**config.mk**
```make
export PLATFORM = sky130hd
export DESIGN_NAME = iss_cell
export DESIGN_NICKNAME = d
export VERILOG_FILES = /design/src/iss_pkg.sv /design/src/iss_cell.sv
export SDC_FILE = /design/constraint.sdc
export NUM_CORES = 1
export LEC_CHECK = 0
export BUFFER_PORTS_ARGS = -buffer_cell sky130_fd_sc_hd__buf_2
export CELL_PAD_IN_SITES_DETAIL_PLACEMENT = 1
export CELL_PAD_IN_SITES_GLOBAL_PLACEMENT = 2
export CORE_UTILIZATION = 27
export DETAILED_ROUTE_END_ITERATION = 7
export GPL_ROUTABILITY_DRIVEN = 1
export GPL_TIMING_DRIVEN = 0
export PLACE_DENSITY = 0.92
export SLEW_MARGIN = 20
export SYNTH_ARGS = -nofsm -noshare
export SYNTH_HDL_FRONTEND = slang
export SYNTH_SLANG_ARGS = --single-unit
```
**constraint.sdc**
```tcl
create_clock -name clk -period 6.71 [get_ports clk]
set_input_delay 0.671 -clock clk [delete_from_list [all_inputs] [get_ports clk]]
set_output_delay 0.671 -clock clk [all_outputs]
set_load 0.01 [all_outputs]
```
**src/iss_pkg.sv**
```systemverilog
package iss_pkg;

    localparam int unsigned DATA_W = 32;

    typedef logic signed [DATA_W-1:0] data_t;

    typedef enum logic
    {
        ST_LOAD  = 1'b0,
        ST_DRAIN = 1'b1
    } state_t;

    typedef struct packed
    {
        logic ins;
        logic drain;
    } cell_ctrl_t;

endpackage

```
**src/iss_cell.sv**
```systemverilog
module iss_cell
    import iss_pkg::*;
(
    input  logic       clk,
    input  cell_ctrl_t ctrl,
    input  logic       valid,
    input  data_t      new_value,
    input  logic       left_gt,
    input  data_t      left_value,
    input  data_t      right_value,
    output data_t      value,
    output logic       gt
);

    data_t value_reg;
    data_t value_next;

    // An empty cell counts as greater than any value.
    assign gt    = !valid || (value_reg > new_value);
    assign value = value_reg;

    always_comb
    begin
        value_next = value_reg;
        if (ctrl.drain)
        begin
            value_next = right_value;
        end
        else if (ctrl.ins && gt)
        begin
            value_next = left_gt ? left_value : new_value;
        end
    end

    always_ff @(posedge clk)
    begin
        value_reg <= value_next;
    end

endmodule

```
==> flow_metrics.tcl, run 1 <==
set metrics [dict create \
    outcome "finished, violations left" \
    violations "DRC" \
    timing.max_slew.rel_slack 0.494 \
    final-setup-viol-count 0 \
    predominant_post_synthesis_flop_cell "edfxtp_1" \
    path_type_of_the_worst_min_delay_path "input port to flip-flop" \
    grt_max_degree 20 \
    critical_path_arrival_ps 2380 \
    grt_first_pass_wirelength_um 12600 \
    r2r_cells 7 \
    crit_required_ps 6040 \
    placedInstanceArea_um2 3300 \
    register_area_share_after_synthesis 0.388 \
    syn_area_um2 2470 \
    hold_path_startpoint "right_value[29]" \
    final.setup.tns_ps 0 \
    worst_skew_pair.late_latency_ps 280 \
    r2r_setup_slack_ps 3840 \
    leakage_uw 0.00178 \
    whs_endpoint "value[29]" \
    fillerInstances 1088 \
    post_drt_wl_per_cell_um 15.1 \
    worst-setup-path-type "input port to output port" \
    first_pass_iters 6 \
    worst_slew_pin_slew_ps 756 \
    detail_route.wirelength_um 7650 \
    yosys_top_cell_area_share 0.388 \
    num_io_pins 134 \
    post-synth-top-count-cell "nand2_1" \
    rsz0062_at_grt "false" \
    syn_to_final_growth_pct 36.8 \
    rows 34 \
    hold_depth 3 \
    initial_antenna_violation_count 0 \
    initial_core_util 0.281 \
    timing.final.max_slew_violations 0 \
    top_cells_by_count_synth "nand2_1 (38), inv_1 (35), o21ai_0 (35)" \
    cts_setup_buffers 0 \
    max_freq_mhz 327 \
    dr.first_iter.drc_count 53 \
    postSynthRegisterBits 32 \
    synth_enable_flop_cells 32 \
    period_minus_slack_ps 3060 \
    endpoint_kind "output port" \
    synth_async_sr_flop_share 0 \
    finalHoldViolations 0 \
    synth_area_leaders "edfxtp_1 (39%), ha_1 (16%), mux2i_1 (13%)" \
    gp_routability_congestion 0.713 \
    cellPowerDensity_nw_per_um2 181 \
    viasPerCell 4.72 \
    timing.rr.start "value[13]" \
    io_buffer_count 131 \
    synth_area_per_cell_um2 9.52 \
    die_area_um2 9550 \
    longest_clk_path_bufs 2 \
    cts_hold_buf 0 \
    dieWidth_um 97.7 \
    drt.antenna.violating_nets 0 \
    postSynthCellCount 260 \
    clkSlewWorstSetupHoldPaths_ps 70 \
    mappedNetlistNets 393 \
    max_cap_violations 0 \
    worstReg2RegEnd "value[17]" \
    number_of_flip_flops_in_the_largest_register 32 \
    clock_tree_from_tritoncts "yes" \
    critical_path_peak_fanout 3 \
    hold-worst-slack_ps 661 \
    synth-warning-count 0 \
    cts_buffers 5 \
    finalPower_uw 611 \
    timing.clock.skew_ps 5.56 \
    grt_remaining_overflow 0 \
    cts_htree_levels 2 \
    clock_sinks 32 \
    global_route.usage.total 0.166 \
    drive_above_1_share 0.363 \
    floorplan.die.height_um 97.7 \
    critical_path.startpoint_type "input port" \
    final_design_area_no_fill_um2 3380 \
    vdd.ir_drop.worst_mv 0.0702 \
    drc_errors 18 \
    design.core.area_um2 8810 \
    synth.distinct_cells 25 \
    finalCritPeriodShare 0.455 \
    yosysTopAreaCell "edfxtp_1" \
    cts-resized-gates 0 \
    hpwlAfterDp_um 6370 \
    antenna-diode-count 0 \
    clock_tree.root_cell "clkbuf_8" \
    fin_nets 532 \
    detailroute.via_count 2400 \
    first_global_vias 2690 \
]
-- critical path: stages --
cell      delay (ps)
buf_2             90
inv_1             40
ha_1             310
a21oi_1          170
o21a_1           150
o221ai_1         130
a211oi_1         330
o211a_1          270
o21ai_1           80
buf_2            140
-- area by class of cell --
class	instances	area (um^2)	share of cell area
buffer	11	45.0	0.0133
clock buffer	7	76.3	0.0226
clock inverter	1	3.75	0.00111
inverter	35	131	0.0388
multi-input combinational	182	1350	0.399
sequential	32	961	0.284
tap	108	135	0.0399
timing repair buffer	132	683	0.202
-- report_power, final --
| part | switching (uW) | internal (uW) |
|---|---|---|
| Sequential | 13.7 | 252 |
| Combinational | 109 | 89.3 |
| Clock | 75.5 | 72.4 |
-- through the flow --
step,setup WS (ps),utilization,instances
4_1_cts,3580,0.384,508
2_1_floorplan,3060,-,260
6_report,3650,0.384,508
3_5_place_dp,3360,0.375,500
5_1_grt,3440,0.384,508
3_3_place_gp,1820,0.371,499
-- routing by layer --
metal | wire (um) | GRT usage | vias up
li1 | - | - | 1205
met1 | 3350 | 0.194 | 1107
met2 | 3810 | 0.304 | 81
met3 | 414 | 0.0394 | 7
met4 | 71 | 0.0408 | 0
met5 | 0 | 0 | -
-- logic make-up after synthesis --
family                     Yosys count  share of synthesized area
DFF                                 32                      0.388
muxes                               32                      0.129
AOI/OAI and AO/OA                   62                      0.142
adders and majority gates           32                      0.162
and+or+nand+nor                     56                      0.107
buffers and inverters               46                     0.0713
-- how the worst max path moves through the flow --
stage | cells after the start | start | end
final | 10 | new_value[11] | gt
after global routing | 10 | new_value[11] | gt
after CTS | 9 | new_value[15] | gt
after detailed placement | 9 | new_value[14] | value[13]
after global placement | 8 | new_value[15] | value[5]
after floorplan | 7 | new_value[14] | value[0]
-- placed cells by master (no fill, tap or decap), drive strengths merged, types with 3 or more instances in the layout --
cell    instances
mux2i          32
buf           135
a21oi          14
nand3           5
a21o            3
inv            35
ha             32
nand4           6
o21ai          37
clkbuf         15
nand2          38
edfxtp         32
Power figures use the tool's default switching activity.
==> run 2: changes to the inputs <==
- ABC_AREA: unset -> 1
- CORE_UTILIZATION: 27 -> 25
- PLACE_DENSITY: 0.92 -> 0.88
- clock period: 6.71 -> 2.9 ns (I/O delays scaled with it)
==> run 2 against run 1 <==
  * The run now ends clean
  * Register-to-register slack got worse by 3500 ps
  * Sequential power up 130%
  * Critical path depth increased by 3
  * Highest routed layer unchanged
  * Combinational power grew 130%
  * Global-route usage down 1.5 points
==> flow_metrics.tcl, run 2 <==
set metrics [dict create \
    timing.final.max_slew_violations 0 \
    finalPower_uw 1380 \
    die_area_um2 10500 \
    worst_slew_pin_slew_ps 558 \
    postSynthRegisterBits 32 \
    synth_area_per_cell_um2 8.62 \
    drc_errors 0 \
    syn_area_um2 2520 \
    synth_area_leaders "edfxtp_1 (38%), ha_1 (16%), nand2_1 (10%)" \
    period_minus_slack_ps 2520 \
    outcome "completed" \
    drive_above_1_share 0.349 \
    postSynthCellCount 292 \
    r2r_cells 13 \
    timing.critical_path.from "value[11]" \
    grt_first_pass_wirelength_um 12200 \
    r2r_setup_slack_ps 380 \
    yosysTopAreaCell "edfxtp_1" \
    mappedNetlistNets 425 \
    synthAdderAreaFrac 0.159 \
    cts_hold_buf 0 \
    combinational_family_with_the_most_area_after_synthesis "compound AO/OA/AOI/OAI gates" \
    max_freq_mhz 397 \
    leakage_uw 0.00172 \
    path_type_of_the_worst_min_delay_path "input port to flip-flop" \
    critical_path_arrival_ps 2510 \
    antenna-diode-count 0 \
    initial_core_util 0.258 \
    critical_path_end "value[18]" \
    synth-warning-count 0 \
    vdd.ir_drop.worst_mv 0.147 \
    yosys_top_cell_area_share 0.382 \
    detail_route.wirelength_um 7760 \
    gp_routability_congestion 0.700 \
    grt_remaining_overflow 0 \
    worstReg2RegEnd "value[18]" \
    critical_path.startpoint_type "flip-flop" \
    clock_tree_from_tritoncts "yes" \
    hpwlAfterDp_um 6360 \
    predominant_post_synthesis_flop_cell "edfxtp_1" \
    synth.mux.area_fraction 0 \
    rows 36 \
    hold_depth 2 \
    post_drt_wl_per_cell_um 13.7 \
    first_global_vias 2619 \
    drt.antenna.violating_nets 0 \
    synth_enable_flop_cells 32 \
    finalHoldViolations 0 \
    global_route.peak_usage_layer "met2" \
    synth_async_sr_flop_share 0 \
    rsz0062_at_grt "false" \
    finalCritPeriodShare 0.869 \
    number_of_flip_flops_in_the_largest_register 32 \
    worst_path_largest_cell_delay_ps 400 \
    clock_tree.root_cell "clkbuf_8" \
    worst-setup-path-type "flip-flop to flip-flop" \
    synth.distinct_cells 21 \
    dieWidth_um 102 \
    final_cell_mix "buf_2 (133), nand2_1 (68), inv_1 (41), ha_1 (32), edfxtp_1 (32)" \
    first_pass_iters 4 \
    num_io_pins 134 \
    max_cap_violations 0 \
    global_route.usage.total 0.151 \
    globalRouteMet2Util 0.268 \
    cpMostUsedCell "nand2_1" \
    critical_path_peak_fanout 19 \
    post_synth_xor_area_fraction 0 \
    initial_antenna_violation_count 0 \
    cellPowerDensity_nw_per_um2 400 \
    final.setup.tns_ps 0 \
    worstPathCellList "ha_1 -> a21oi_1 -> nand2_1 -> a21oi_1 -> nand2_1 -> nand2_1 -> nand2_1 -> nand2_1 -> nand3_2 -> nand2_2 -> nand2_1 -> nand2_2 -> buf_16" \
    hold-worst-slack_ps 278 \
    cts-resized-gates 0 \
    design.core.area_um2 9770 \
    clkSlewWorstSetupHoldPaths_ps 80 \
    fin_nets 565 \
    final-setup-viol-count 0 \
    clock_sinks 32 \
    timing.clock.skew_ps 10.5 \
    cts_buffers 5 \
    global_route.usage.met1 0.185 \
    viasPerCell 4.49 \
    endpoint_kind "flip-flop" \
    postLayoutCoreUtil 0.354 \
    cts_setup_buffers 0 \
    synth_compound_gate_area_share 0.227 \
    post-synth-top-count-cell "nand2_1" \
    dr.first_iter.drc_count 49 \
    crit_required_ps 2890 \
    grt_max_degree 20 \
    syn_to_final_growth_pct 37.3 \
    register_area_share_after_synthesis 0.382 \
    detailroute.via_count 2539 \
    cts_htree_levels 2 \
    io_buffer_count 132 \
    timing.rr.start "value[11]" \
    longest_clk_path_bufs 2 \
    top_cells_by_count_synth "nand2_1 (69), inv_1 (41), edfxtp_1 (32), ha_1 (32), o21a_1 (31)" \
    worst_skew_pair.late_latency_ps 280 \
    use_met3 0.0280 \
    layout.cells.most_common "buf_2" \
    timing.max_slew.rel_slack 0.628 \
    critPathSlowestCell "edfxtp_1" \
    synth_simple_gate_area_frac 0.150 \
    floorplan.die.height_um 102 \
]
-- run 2: changes by cell type after synthesis, moves of 5 or more --
cell,delta
o211ai_1,+29
inv_1,+6
o21ai_0,-33
mux2i_1,-32
o21a_1,+30
nor2_1,+8
nand2_1,+31
a21oi_1,+5
-- run 2: cell type report --
type / instances / area, um^2
inverters: 42 / 158
flip-flops and latches: 32 / 961
plain buffers: 13 / 50.0
clock inverters: 3 / 13.8
repair buffers: 133 / 688
multi-input cells: 205 / 1350
clock buffers: 5 / 68.8
fillers: 1222 / 6320
well taps: 133 / 166
-- run 2: cells by family after synthesis --
logic type | Yosys count
AOI/OAI and AO/OA | 83
adders and majority gates | 32
DFF | 32
buffers and inverters | 55
and+or+nand+nor | 90
-- run 2: critical path: cells and delay by family (launching register included) --
kind,cells,cell delay (ps)
adders and majority gates,1,340
buffers and inverters,1,220
and+or+nand+nor,9,900
DFF,1,400
AOI/OAI and AO/OA,2,340
-- run 2: per-stage QoR --
step / std cells / instance area (um^2) / worst slack (ps)
floorplan: 292 / 2520 / 301
global placement: 557 / 3340 / -236
detailed placement: 558 / 3370 / 327
CTS: 566 / 3460 / 316
global route: 566 / 3460 / 115
finish: 566 / 3460 / 379
-- run 2: power breakdown --
group	internal, uW	leakage, uW	switching (uW)
clock network	163	0.0000453	175
registers	573	0.000319	27.5
logic	201	0.00135	244
-- run 2: metal layers --
| layer | up-vias | wire length, um | share of wire |
|---|---|---|---|
| met5 | - | 0 | 0 |
| met4 | 0 | 51 | 0.0066 |
| met3 | 2 | 363 | 0.047 |
| met2 | 80 | 3830 | 0.49 |
| met1 | 1168 | 3520 | 0.45 |
| li1 | 1289 | - | - |
-- run 2: worst min-delay path by stage --
stage | slack, ps | startpoint | end
after global placement | 560 | right_value[27] | value[27]
after detailed placement | 570 | right_value[11] | value[11]
after CTS | 260 | right_value[26] | value[26]
after global routing | 270 | right_value[17] | value[17]
after floorplan | 480 | right_value[10] | value[10]
final | 280 | right_value[28] | value[28]
==> run 3: changes to the inputs <==
- MAX_ROUTING_LAYER: unset -> met4
==> run 3 against run 2 <==
  * Clock-buffer cell count unchanged
  * Sequential power is essentially flat
  * Sequential share of layout area unchanged
  * Clock power about the same
  * Worst setup slack about the same
  * Wire length hardly changed
  * Cell area stayed put
  * Via count did not move
  * Sequential cell count stayed put
  * Largest power group unchanged
  * Clock skew barely moved
==> flow_metrics.tcl, run 3 (synthesized netlist as in run 2, its figures left out) <==
set metrics [dict create \
    worstReg2RegEnd "value[18]" \
    critical_path_peak_fanout 19 \
    outcome "completed" \
    sequential_cell_area_um2 961 \
    timing.final.max_slew_violations 0 \
    r2r_cells 13 \
    finalHoldViolations 0 \
    num_io_pins 134 \
    syn_to_final_growth_pct 37.3 \
    post_drt_wl_per_cell_um 13.7 \
    clock_sinks 32 \
    drt.antenna.violating_nets 0 \
    rows 36 \
    fillerInstances 1222 \
    longest_clk_path_bufs 2 \
    gp_routability_congestion 0.708 \
    critical_path_end "value[18]" \
    multi_input_combinational_cell_area_um2 1350 \
    vdd.ir_drop.worst_mv 0.147 \
    worst-setup-path-type "flip-flop to flip-flop" \
    fin_nets 565 \
    crit_required_ps 2890 \
    clkSlewWorstSetupHoldPaths_ps 80 \
    drive_above_1_share 0.349 \
    cts_htree_levels 2 \
    timing.critical_path.from "value[11]" \
    critical_path_arrival_ps 2510 \
    max_cap_violations 0 \
    number_of_flip_flops_in_the_largest_register 32 \
    timing.max_slew.rel_slack 0.628 \
    finalPower_uw 1380 \
    first_global_vias 2619 \
    grt_max_degree 20 \
    dp.cells 558 \
    final_cell_mix "buf_2 (133), nand2_1 (68), inv_1 (41), ha_1 (32), edfxtp_1 (32)" \
    worst_skew_pair.late_latency_ps 280 \
    detailroute.via_count 2539 \
    clock_tree_from_tritoncts "yes" \
    antenna-diode-count 0 \
    design.core.area_um2 9770 \
    drc_errors 0 \
    worst_slew_pin_slew_ps 558 \
    grt_first_pass_wirelength_um 12200 \
    leakage_uw 0.00172 \
    final.setup.tns_ps 0 \
    rsz0062_at_grt "false" \
    endpoint_kind "flip-flop" \
    viasPerCell 4.49 \
    final-setup-viol-count 0 \
    initial_antenna_violation_count 0 \
    cts_setup_buffers 0 \
    dr.first_iter.drc_count 48 \
    layout.cells.most_common "buf_2" \
    dieWidth_um 102 \
    period_minus_slack_ps 2520 \
    finalCritPeriodShare 0.870 \
    floorplan.die.height_um 102 \
    die_area_um2 10500 \
    cts-resized-gates 0 \
    critical_path.startpoint_type "flip-flop" \
    clock_tree.root_cell "clkbuf_8" \
    cellPowerDensity_nw_per_um2 400 \
    detail_route.wirelength_um 7760 \
    hpwlAfterDp_um 6360 \
    cts_hold_buf 0 \
    timing.rr.start "value[11]" \
    io_buffer_count 132 \
    r2r_setup_slack_ps 380 \
    timing.clock.skew_ps 10.7 \
    initial_core_util 0.258 \
    max_freq_mhz 397 \
    stdcell_count 566 \
    first_pass_iters 4 \
    cts_buffers 5 \
    grt_remaining_overflow 0 \
    global_route.usage.total 0.155 \
    path_type_of_the_worst_min_delay_path "input port to flip-flop" \
]
## run 3: per-stage QoR
stage | hold slack (ps) | utilization | cell area, um^2 | setup slack (ps)
floorplan | 476 | - | 2520 | 301
detailed placement | 568 | 0.345 | 3370 | 327
finish | 278 | 0.354 | 3460 | 378
global route | 267 | 0.354 | 3460 | 115
global placement | 564 | 0.342 | 3340 | -236
CTS | 264 | 0.354 | 3460 | 316
## run 3: layout make-up
cell class	count	area share
Multi-Input combinational cell	205	0.391
Sequential cell	32	0.278
Timing Repair Buffer	133	0.199
Tap cell	133	0.0481
Inverter	42	0.0456
Clock buffer	5	0.0199
Buffer	13	0.0145
Clock inverter	3	0.00398
## run 3: report_power, final
| group | switching (uW) | leakage [uW] | internal (uW) |
|---|---|---|---|
| sequential | 27.5 | 0.000319 | 573 |
| combinational | 244 | 0.00135 | 201 |
| clock | 175 | 0.0000453 | 163 |
| total | 446 | 0.00172 | 938 |
## run 3: worst max-delay path: stages (launching register included)
cell and delay [ps]:
edfxtp_1 400, ha_1 340, a21oi_1 150, nand2_1 70, a21oi_1 190, nand2_1 80
nand2_1 80, nand2_1 50, nand2_1 70, nand3_2 80, nand2_2 80, nand2_1 60
nand2_2 330, buf_16 220
## run 3: metal layers
layer / track usage / up-vias / share of wire
met5: - / - / 0
met4: 0.0396 / 0 / 0.0066
met3: 0.0253 / 2 / 0.048
met2: 0.268 / 80 / 0.49
met1: 0.187 / 1168 / 0.45
li1: - / 1289 / -
## run 3: how the worst min path moves through the flow
stage | start | to | slack, ps | cells past startpoint
finish | right_value[28] | value[28] | 280 | 2
global route | right_value[17] | value[17] | 270 | 2
CTS | right_value[26] | value[26] | 260 | 2
detailed placement | right_value[11] | value[11] | 570 | 2
global placement | right_value[27] | value[27] | 560 | 2
floorplan | right_value[10] | value[10] | 480 | 1
